===== src/rtl/dvoc_pkg.sv =====
// ----------------------------------------------------------------------------
// dvoc_pkg
// Shared widths, defaults and controller/datapath interface types for the
// distinct value occurrence counter.
// ----------------------------------------------------------------------------
package dvoc_pkg;

   localparam int VALUE_W       = 32;   // element value width
   localparam int OCC_W         = 7;    // occurrence count width
   localparam int MAX_ITEMS_DEF = 64;   // default table capacity
   localparam int RSP_DATA_W    = ((VALUE_W + OCC_W + 7) / 8) * 8;
   localparam int RSP_PAD_W     = RSP_DATA_W - VALUE_W - OCC_W;

   // controller -> datapath
   typedef struct packed {
      logic in_ready;    // request port open
      logic capture;     // take request into the work registers
      logic idx_clear;   // restart table index
      logic idx_inc;     // advance table index
      logic rd_en;       // read table entry at index
      logic wr_inc;      // bump count of entry at index
      logic wr_new;      // append new entry at end of table
      logic load_out;    // load result register from read data
      logic clear_seq;   // end of sequence: drop table contents
   } dvoc_cmd_type;

   // datapath -> controller
   typedef struct packed {
      logic full;         // capacity of this sequence used up
      logic at_end;       // index reached number of entries
      logic match;        // read entry holds the held value
      logic last;         // held request closes the sequence
      logic final_entry;  // index points at the last entry
      logic out_busy;     // result register cannot take a new result
   } dvoc_status_type;

endpackage


===== src/rtl/distinct_value_occurrence_counter_core.sv =====
// ----------------------------------------------------------------------------
// distinct_value_occurrence_counter_core
// Counts how often each distinct value of a request sequence appears and
// reports value/count pairs in first-appearance order after the last request.
// ----------------------------------------------------------------------------
//
//   channel | dir | tdata                          | tlast          | tuser
//   --------+-----+--------------------------------+----------------+-----------
//   req_    | in  | [31:0] value                   | is_last        | -
//   rsp_    | out | [31:0] distinct_value,         | final_result   | overflowed
//           |     | [38:32] occurrences, [39] zero |                |
//
// A request is compared against the held table entries one by one, each
// entry read then compared; a match bumps that entry's count, else the value
// is appended; the single read port of the entry table sets this order.
// Reporting reads each distinct value and then loads it as a result.
// Reset clears the sequence counters and the result valid flag; the table
// itself is not cleared, its fill count marks the valid entries.
// A stalled result holds in the output register; the report walk pauses
// on it, and after the final result goes in the next request is taken.
// Requests past MAX_ITEMS in one sequence are dropped and set overflowed.
//
module distinct_value_occurrence_counter_core #(
   parameter int MAX_ITEMS = dvoc_pkg::MAX_ITEMS_DEF
) (
   input  logic                             clock,
   input  logic                             reset,
   // request channel
   input  logic                             req_tvalid,
   output logic                             req_tready,
   input  logic [31:0]                      req_tdata,   // [31:0] value
   input  logic                             req_tlast,   // is_last
   // result channel
   output logic                             rsp_tvalid,
   input  logic                             rsp_tready,
   output logic [dvoc_pkg::RSP_DATA_W-1:0]  rsp_tdata,   // [31:0] value, [38:32] count
   output logic                             rsp_tlast,   // final_result
   output logic                             rsp_tuser    // overflowed
);

   dvoc_pkg::dvoc_cmd_type             cmd;
   dvoc_pkg::dvoc_status_type          status;
   logic [dvoc_pkg::VALUE_W-1:0]       rsp_value;
   logic [dvoc_pkg::OCC_W-1:0]         rsp_occ;

   dvoc_ctrl u_ctrl (
      .clock     (clock),
      .reset     (reset),
      .req_valid (req_tvalid),
      .status    (status),
      .cmd       (cmd)
   );

   dvoc_datapath #(
      .MAX_ITEMS (MAX_ITEMS)
   ) u_datapath (
      .clock     (clock),
      .reset     (reset),
      .cmd       (cmd),
      .status    (status),
      .req_value (req_tdata[dvoc_pkg::VALUE_W-1:0]),
      .req_last  (req_tlast),
      .rsp_ready (rsp_tready),
      .rsp_valid (rsp_tvalid),
      .rsp_value (rsp_value),
      .rsp_occ   (rsp_occ),
      .rsp_final (rsp_tlast),
      .rsp_ovf   (rsp_tuser)
   );

   // request port open only while the sequencer waits for work
   assign req_tready = cmd.in_ready;

   // pack result: value low, count above, zero fill to the byte
   assign rsp_tdata = {{dvoc_pkg::RSP_PAD_W{1'b0}}, rsp_occ, rsp_value};

endmodule


===== src/rtl/dvoc_ram.sv =====
// ----------------------------------------------------------------------------
// dvoc_ram
// Generic simple dual-port RAM: one write port, one read port with
// registered read data.
// ----------------------------------------------------------------------------
module dvoc_ram #(
   parameter int WIDTH = dvoc_pkg::VALUE_W,
   parameter int DEPTH = dvoc_pkg::MAX_ITEMS_DEF
) (
   input  logic                                       clock,
   input  logic                                       wr_en,
   input  logic [((DEPTH > 1) ? $clog2(DEPTH) : 1)-1:0] wr_addr,
   input  logic [WIDTH-1:0]                           wr_data,
   input  logic                                       rd_en,
   input  logic [((DEPTH > 1) ? $clog2(DEPTH) : 1)-1:0] rd_addr,
   output logic [WIDTH-1:0]                           rd_data
);

   logic [WIDTH-1:0] mem_ff [DEPTH];
   logic [WIDTH-1:0] rd_data_ff;

   always_ff @(posedge clock) begin
      if (wr_en) begin
         mem_ff[wr_addr] <= wr_data;
      end
      if (rd_en) begin
         rd_data_ff <= mem_ff[rd_addr];
      end
   end

   assign rd_data = rd_data_ff;

endmodule


===== src/rtl/dvoc_ctrl.sv =====
// ----------------------------------------------------------------------------
// dvoc_ctrl
// Sequencer: takes a request, scans the table entry by entry, updates or
// appends, and on the closing request walks the table out as results.
// ----------------------------------------------------------------------------
module dvoc_ctrl (
   input  logic                      clock,
   input  logic                      reset,
   input  logic                      req_valid,
   input  dvoc_pkg::dvoc_status_type status,
   output dvoc_pkg::dvoc_cmd_type    cmd
);

   localparam logic [2:0] S_IDLE     = 3'd0;
   localparam logic [2:0] S_SCAN_RD  = 3'd1;
   localparam logic [2:0] S_SCAN_CMP = 3'd2;
   localparam logic [2:0] S_REP_RD   = 3'd3;
   localparam logic [2:0] S_REP_OUT  = 3'd4;

   logic [2:0] state_ff;
   logic [2:0] state_in;

   always_comb begin
      cmd      = '0;
      state_in = state_ff;
      case (state_ff)
         S_IDLE: begin
            cmd.in_ready = 1'b1;
            if (req_valid) begin
               cmd.capture   = 1'b1;
               cmd.idx_clear = 1'b1;
               if (!status.full) begin
                  state_in = S_SCAN_RD;
               end else if (status.last) begin
                  state_in = S_REP_RD;
               end
            end
         end
         S_SCAN_RD: begin
            if (status.at_end) begin
               // no match found: append
               cmd.wr_new    = 1'b1;
               cmd.idx_clear = 1'b1;
               state_in      = status.last ? S_REP_RD : S_IDLE;
            end else begin
               cmd.rd_en = 1'b1;
               state_in  = S_SCAN_CMP;
            end
         end
         S_SCAN_CMP: begin
            if (status.match) begin
               cmd.wr_inc    = 1'b1;
               cmd.idx_clear = 1'b1;
               state_in      = status.last ? S_REP_RD : S_IDLE;
            end else begin
               cmd.idx_inc = 1'b1;
               state_in    = S_SCAN_RD;
            end
         end
         S_REP_RD: begin
            if (status.at_end) begin
               // empty table: nothing to report
               cmd.clear_seq = 1'b1;
               state_in      = S_IDLE;
            end else begin
               cmd.rd_en = 1'b1;
               state_in  = S_REP_OUT;
            end
         end
         S_REP_OUT: begin
            if (!status.out_busy) begin
               cmd.load_out = 1'b1;
               if (status.final_entry) begin
                  cmd.clear_seq = 1'b1;
                  state_in      = S_IDLE;
               end else begin
                  cmd.idx_inc = 1'b1;
                  state_in    = S_REP_RD;
               end
            end
         end
         default: begin
            state_in = S_IDLE;
         end
      endcase
   end

   always_ff @(posedge clock) begin
      if (reset) begin
         state_ff <= S_IDLE;
      end else begin
         state_ff <= state_in;
      end
   end

endmodule


===== src/rtl/dvoc_datapath.sv =====
// ----------------------------------------------------------------------------
// dvoc_datapath
// Work registers, entry table, sequence counters and the result register.
// ----------------------------------------------------------------------------
module dvoc_datapath #(
   parameter int MAX_ITEMS = dvoc_pkg::MAX_ITEMS_DEF
) (
   input  logic                            clock,
   input  logic                            reset,
   input  dvoc_pkg::dvoc_cmd_type          cmd,
   output dvoc_pkg::dvoc_status_type       status,
   input  logic [dvoc_pkg::VALUE_W-1:0]    req_value,
   input  logic                            req_last,
   input  logic                            rsp_ready,
   output logic                            rsp_valid,
   output logic [dvoc_pkg::VALUE_W-1:0]    rsp_value,
   output logic [dvoc_pkg::OCC_W-1:0]      rsp_occ,
   output logic                            rsp_final,
   output logic                            rsp_ovf
);

   localparam int CNT_W = $clog2(MAX_ITEMS + 1);
   localparam int IDX_W = (MAX_ITEMS > 1) ? $clog2(MAX_ITEMS) : 1;
   localparam int VW    = dvoc_pkg::VALUE_W;
   localparam int OW    = dvoc_pkg::OCC_W;
   localparam int ENT_W = VW + OW;

   logic [VW-1:0]    value_ff;
   logic             last_ff;
   logic [CNT_W-1:0] items_ff,  items_in;
   logic [CNT_W-1:0] total_ff,  total_in;
   logic [CNT_W-1:0] idx_ff,    idx_in;
   logic             drop_ff,   drop_in;
   logic             out_valid_ff, out_valid_in;
   logic [VW-1:0]    out_value_ff;
   logic [OW-1:0]    out_occ_ff;
   logic             out_final_ff;
   logic             out_ovf_ff;

   logic [CNT_W-1:0] idx_next;
   logic             wr_en;
   logic [IDX_W-1:0] wr_addr;
   logic [ENT_W-1:0] wr_data;
   logic [ENT_W-1:0] rd_data;
   logic [OW-1:0]    rd_occ;

   assign idx_next = idx_ff + CNT_W'(1);
   assign rd_occ   = rd_data[ENT_W-1:VW];

   // entry layout: count above value
   assign wr_en   = cmd.wr_new | cmd.wr_inc;
   assign wr_addr = cmd.wr_new ? total_ff[IDX_W-1:0] : idx_ff[IDX_W-1:0];
   assign wr_data = cmd.wr_new ? {OW'(1), value_ff} : {rd_occ + OW'(1), value_ff};

   dvoc_ram #(
      .WIDTH (ENT_W),
      .DEPTH (MAX_ITEMS)
   ) u_table (
      .clock   (clock),
      .wr_en   (wr_en),
      .wr_addr (wr_addr),
      .wr_data (wr_data),
      .rd_en   (cmd.rd_en),
      .rd_addr (idx_ff[IDX_W-1:0]),
      .rd_data (rd_data)
   );

   always_comb begin
      items_in     = items_ff;
      total_in     = total_ff;
      idx_in       = idx_ff;
      drop_in      = drop_ff;
      out_valid_in = out_valid_ff;
      if (cmd.capture) begin
         if (status.full) begin
            drop_in = 1'b1;
         end else begin
            items_in = items_ff + CNT_W'(1);
         end
      end
      if (cmd.wr_new) begin
         total_in = total_ff + CNT_W'(1);
      end
      if (cmd.idx_clear) begin
         idx_in = '0;
      end else if (cmd.idx_inc) begin
         idx_in = idx_next;
      end
      if (cmd.clear_seq) begin
         items_in = '0;
         total_in = '0;
         drop_in  = 1'b0;
      end
      if (cmd.load_out) begin
         out_valid_in = 1'b1;
      end else if (rsp_ready) begin
         out_valid_in = 1'b0;
      end
   end

   always_ff @(posedge clock) begin
      if (reset) begin
         items_ff     <= '0;
         total_ff     <= '0;
         idx_ff       <= '0;
         drop_ff      <= 1'b0;
         out_valid_ff <= 1'b0;
      end else begin
         items_ff     <= items_in;
         total_ff     <= total_in;
         idx_ff       <= idx_in;
         drop_ff      <= drop_in;
         out_valid_ff <= out_valid_in;
      end
   end

   always_ff @(posedge clock) begin
      if (cmd.capture) begin
         value_ff <= req_value;
         last_ff  <= req_last;
      end
      if (cmd.load_out) begin
         out_value_ff <= rd_data[VW-1:0];
         out_occ_ff   <= rd_occ;
         out_final_ff <= status.final_entry;
         out_ovf_ff   <= drop_ff;
      end
   end

   assign status.full        = (items_ff == CNT_W'(MAX_ITEMS));
   assign status.at_end      = (idx_ff == total_ff);
   assign status.match       = (rd_data[VW-1:0] == value_ff);
   assign status.last        = cmd.capture ? req_last : last_ff;
   assign status.final_entry = (idx_next == total_ff);
   assign status.out_busy    = out_valid_ff & ~rsp_ready;

   assign rsp_valid = out_valid_ff;
   assign rsp_value = out_value_ff;
   assign rsp_occ   = out_occ_ff;
   assign rsp_final = out_final_ff;
   assign rsp_ovf   = out_ovf_ff;

endmodule


===== config.mk =====
export PLATFORM = sky130hd
export DESIGN_NAME = distinct_value_occurrence_counter_core
export DESIGN_NICKNAME = d
export VERILOG_FILES = /design/src/rtl/dvoc_pkg.sv /design/src/rtl/distinct_value_occurrence_counter_core.sv /design/src/rtl/dvoc_ram.sv /design/src/rtl/dvoc_ctrl.sv /design/src/rtl/dvoc_datapath.sv
export SDC_FILE = /design/constraint.sdc
export NUM_CORES = 2
export LEC_CHECK = 0
export BUFFER_PORTS_ARGS = -buffer_cell sky130_fd_sc_hd__buf_4
export CORE_MARGIN = 2
export CORE_UTILIZATION = 46
export DETAILED_ROUTE_END_ITERATION = 16
export SYNTH_ARGS = -nofsm -noshare
export SYNTH_HDL_FRONTEND = slang
export SYNTH_SLANG_ARGS = --single-unit

===== constraint.sdc =====
create_clock -name clock -period 5.27 [get_ports clock]
set_clock_uncertainty 0.2 [all_clocks]
set_input_delay 1.3175 -clock clock [delete_from_list [all_inputs] [get_ports clock]]
set_output_delay 1.3175 -clock clock [all_outputs]
set_load 0.02 [all_outputs]

==> flow_metrics.env <==
export IMPL_drive_gt1_share_pct=34.3
export IMPL_firstDrtPassIters=6
export IMPL_clock_sinks=2635
export IMPL_ctsHoldBuffers=0
export IMPL_rows=171
export IMPL_maxCapViolations=0
export IMPL_ir_drop_v=0.000271
export IMPL_synthToLayoutAreaGrowth_pct=14.3
export IMPL_async_flop_share_pct=0
export IMPL_coreArea_mm2=0.217
export IMPL_pwr_share_clk_pct=42.4
export IMPL_final_util_pct=52.8
export IMPL_ys_types=45
export IMPL_fin_nets=4355
export IMPL_cts_buffers=282
export IMPL_ios=81
export IMPL_worstPathCellList="xor2_1 > nor4_1 > and4_1 > nand3_1 > buf_4 > a2111o_1 > nor2_4 > buf_12"
export IMPL_path_delay_family="simple AND/OR/NAND/NOR gates"
export IMPL_vias_per_cell=6.15
export IMPL_worstPathBufferInverterCount=2
export IMPL_clockRootBuffer="clkbuf_16"
export IMPL_synth_area_mm2=0.100
export IMPL_cts_clk_slew_worst_paths_ns=0.06
export IMPL_cp_slowest_cell="a2111o_1"
export IMPL_dp_hpwl_mm=152
export IMPL_slew_viol_final=0
export IMPL_seq_area_frac_synth_pct=78.8
export IMPL_power_switching_mw=8.98
export IMPL_grt_usage_pct=23.4
export IMPL_switching_share_pct=20.5
export IMPL_htree_levels=5
export IMPL_path_max_fanout=27
export IMPL_fmax_ghz=0.222
export IMPL_vias=45300
export IMPL_first_global_vias=45600
export IMPL_worstPathRequired_ns=5.63
export IMPL_ant_nets=0
export IMPL_synth_fp_nets=4003
export IMPL_ys_ff_latch=2635
export IMPL_leakage_nw=34.0
export IMPL_pwr_share_seq_pct=53.8
export IMPL_pwr_share_comb_pct=3.8
export IMPL_dieArea_mm2=0.221
export IMPL_clkLatencyLatePin_ns=0.91
export IMPL_power_density_mw_per_mm2=383
export IMPL_antenna_found_initial=15
export IMPL_clk_path_buf_depth=4
export IMPL_cts_resized=0
export IMPL_cp_arrival_ns=4.87
export IMPL_final_common_cell="edfxtp_1"
export IMPL_cts_tree="built"
export IMPL_cp_end_kind="flop"
export IMPL_grt_setup_unrepaired="false"
export IMPL_yosys_warnings=0
export IMPL_mostFrequentLayoutCells="edfxtp_1, mux4_2, clkbuf_16"
export IMPL_drt_iter0_drc=5685
export IMPL_die_width_um=470
export IMPL_synth_flop_cell="edfxtp_1"
export IMPL_hold_viol_final=0
export IMPL_die_h_um=470
export IMPL_grt_pass1_wl_mm=362
export IMPL_path_class="flop to flop"
export IMPL_worst_pin_slew_ns=1.18
export IMPL_p_int_mw=34.8
export IMPL_io_buffers=79
export IMPL_crit_path_start_kind="flop"
export IMPL_grt_overflow_total=0
export IMPL_postCtsSetupBuffers=0
export IMPL_initial_core_util_pct=46.2
export IMPL_setup_viol=0
export IMPL_place_congestion=0.854
export IMPL_synth_edff_count=2608
export IMPL_setup_tns_ns=0
export IMPL_wirelength_mm=258
export IMPL_status="finished clean"
export IMPL_synth_avg_cell_area_um2=25.3
export IMPL_grt_max_degree=144
export IMPL_period_minus_slack_ns=4.51
export IMPL_drc=0
export IMPL_synth_cells=3961
export IMPL_slew_headroom_pct=21.0
export IMPL_fillers=16300
export IMPL_drt_wirelength_per_cell_um=35.0
export IMPL_critPathMaxStageDelay_ns=0.75
export IMPL_fin_crit_sh_pct=85.6
export IMPL_hp_class="flop to flop"
==> cells by family after synthesis <==
family | synth area share [%]
xor gates and xnor gates | 0.508
muxes | 18.5
adders and majority gates | 0.0625
DFF | 78.8
AOI/OAI and AO/OA | 0.266
buffers and inverters | 0.947
other | 0.00375
and+or+nand+nor | 0.885
==> final timing paths <==
kind,from,end,slack (ns),depth (start not counted)
setup / recovery,u_datapath.value_ff[10],u_datapath.u_table.mem_ff[59][23],0.76,8
hold / removal,u_datapath.u_table.rd_data[16],u_datapath.rsp_value[16],0.27,0
setup reg to reg,u_datapath.value_ff[10],u_datapath.u_table.mem_ff[59][23],0.76,8
hold reg to reg,u_datapath.u_table.rd_data[16],u_datapath.rsp_value[16],0.27,0
==> metrics by stage <==
step,power [mW],std cells,worst slack (ns),hold WS [ns],instance area [µm²]
after global routing,45.0,7359,0.618,0.283,114000
after detailed placement,25.7,6883,0.870,0.258,106000
after CTS,44.1,7357,0.822,0.271,114000
after global placement,25.6,6883,0.840,0.251,106000
final,43.8,7360,0.758,0.266,114000
after floorplan,24.9,3961,0.467,0.209,100000
==> state kept, by name (all words and copies together), names as in the netlist <==
register and flops:
u_ctrl.state_ff 3, u_datapath.drop_ff 1, u_datapath.idx_ff 7, u_datapath.items_ff 7
u_datapath.last_ff 1, u_datapath.rsp_final 1, u_datapath.rsp_occ 7, u_datapath.rsp_ovf 1
u_datapath.rsp_valid 1, u_datapath.rsp_value 32, u_datapath.total_ff 7, u_datapath.u_table.mem_ff 2496
u_datapath.u_table.rd_data 39, u_datapath.value_ff 32
==> Yosys cell counts, types with 4 or more instances <==
cell type | instances | area, µm²
buf_2 | 61 | 305
buf_1 | 33 | 124
a31oi_1 | 4 | 25.0
xor2_1 | 45 | 394
clkbuf_1 | 95 | 357
nand3_1 | 13 | 65.1
nand2_1 | 13 | 48.8
nor2_1 | 94 | 353
edfxtp_1 | 2608 | 78300
nand4_1 | 7 | 43.8
ha_1 | 5 | 62.6
mux2i_1 | 8 | 80.1
nor3_1 | 9 | 45.0
and3_1 | 5 | 31.3
nand2b_1 | 4 | 25.0
o21ai_0 | 7 | 35.0
nor4_1 | 11 | 68.8
inv_1 | 6 | 22.5
mux4_2 | 819 | 18400
xnor2_1 | 13 | 114
nand3b_1 | 8 | 60.1
a21oi_1 | 11 | 55.1
dfxtp_1 | 27 | 541
buf_4 | 14 | 105
==> cell type report <==
type | instances | area [µm²] | share of cell area [%]
Clock inverter | 115 | 926 | 0.810
Sequential cell | 2635 | 78900 | 69.0
Timing Repair Buffer | 274 | 2530 | 2.21
Clock buffer | 359 | 7580 | 6.63
Multi-Input combinational cell | 1114 | 20800 | 18.2
Tap cell | 2854 | 3570 | 3.12
Inverter | 6 | 22.5 | 0.0197
Antenna cell | 3 | 7.51 | 0.00657
==> layer usage <==
metal	track usage, %	vias up	wire length (µm)
met1	33.4	25100	106000
li1	-	18000	-
met5	0	-	230
met3	3.92	383	17700
met4	7.34	4	7980
met2	37.2	1834	126000
==> power groups by stage <==
stage	registers [mW]	logic, mW	clock network, mW
after global placement	24.0	1.65	0
after CTS	23.5	1.69	18.9
final	23.5	1.67	18.6
after detailed placement	24.0	1.69	0
after global routing	23.5	1.78	19.7
after floorplan	24.2	0.697	0
No activity file was read; power rests on OpenSTA's default activity.
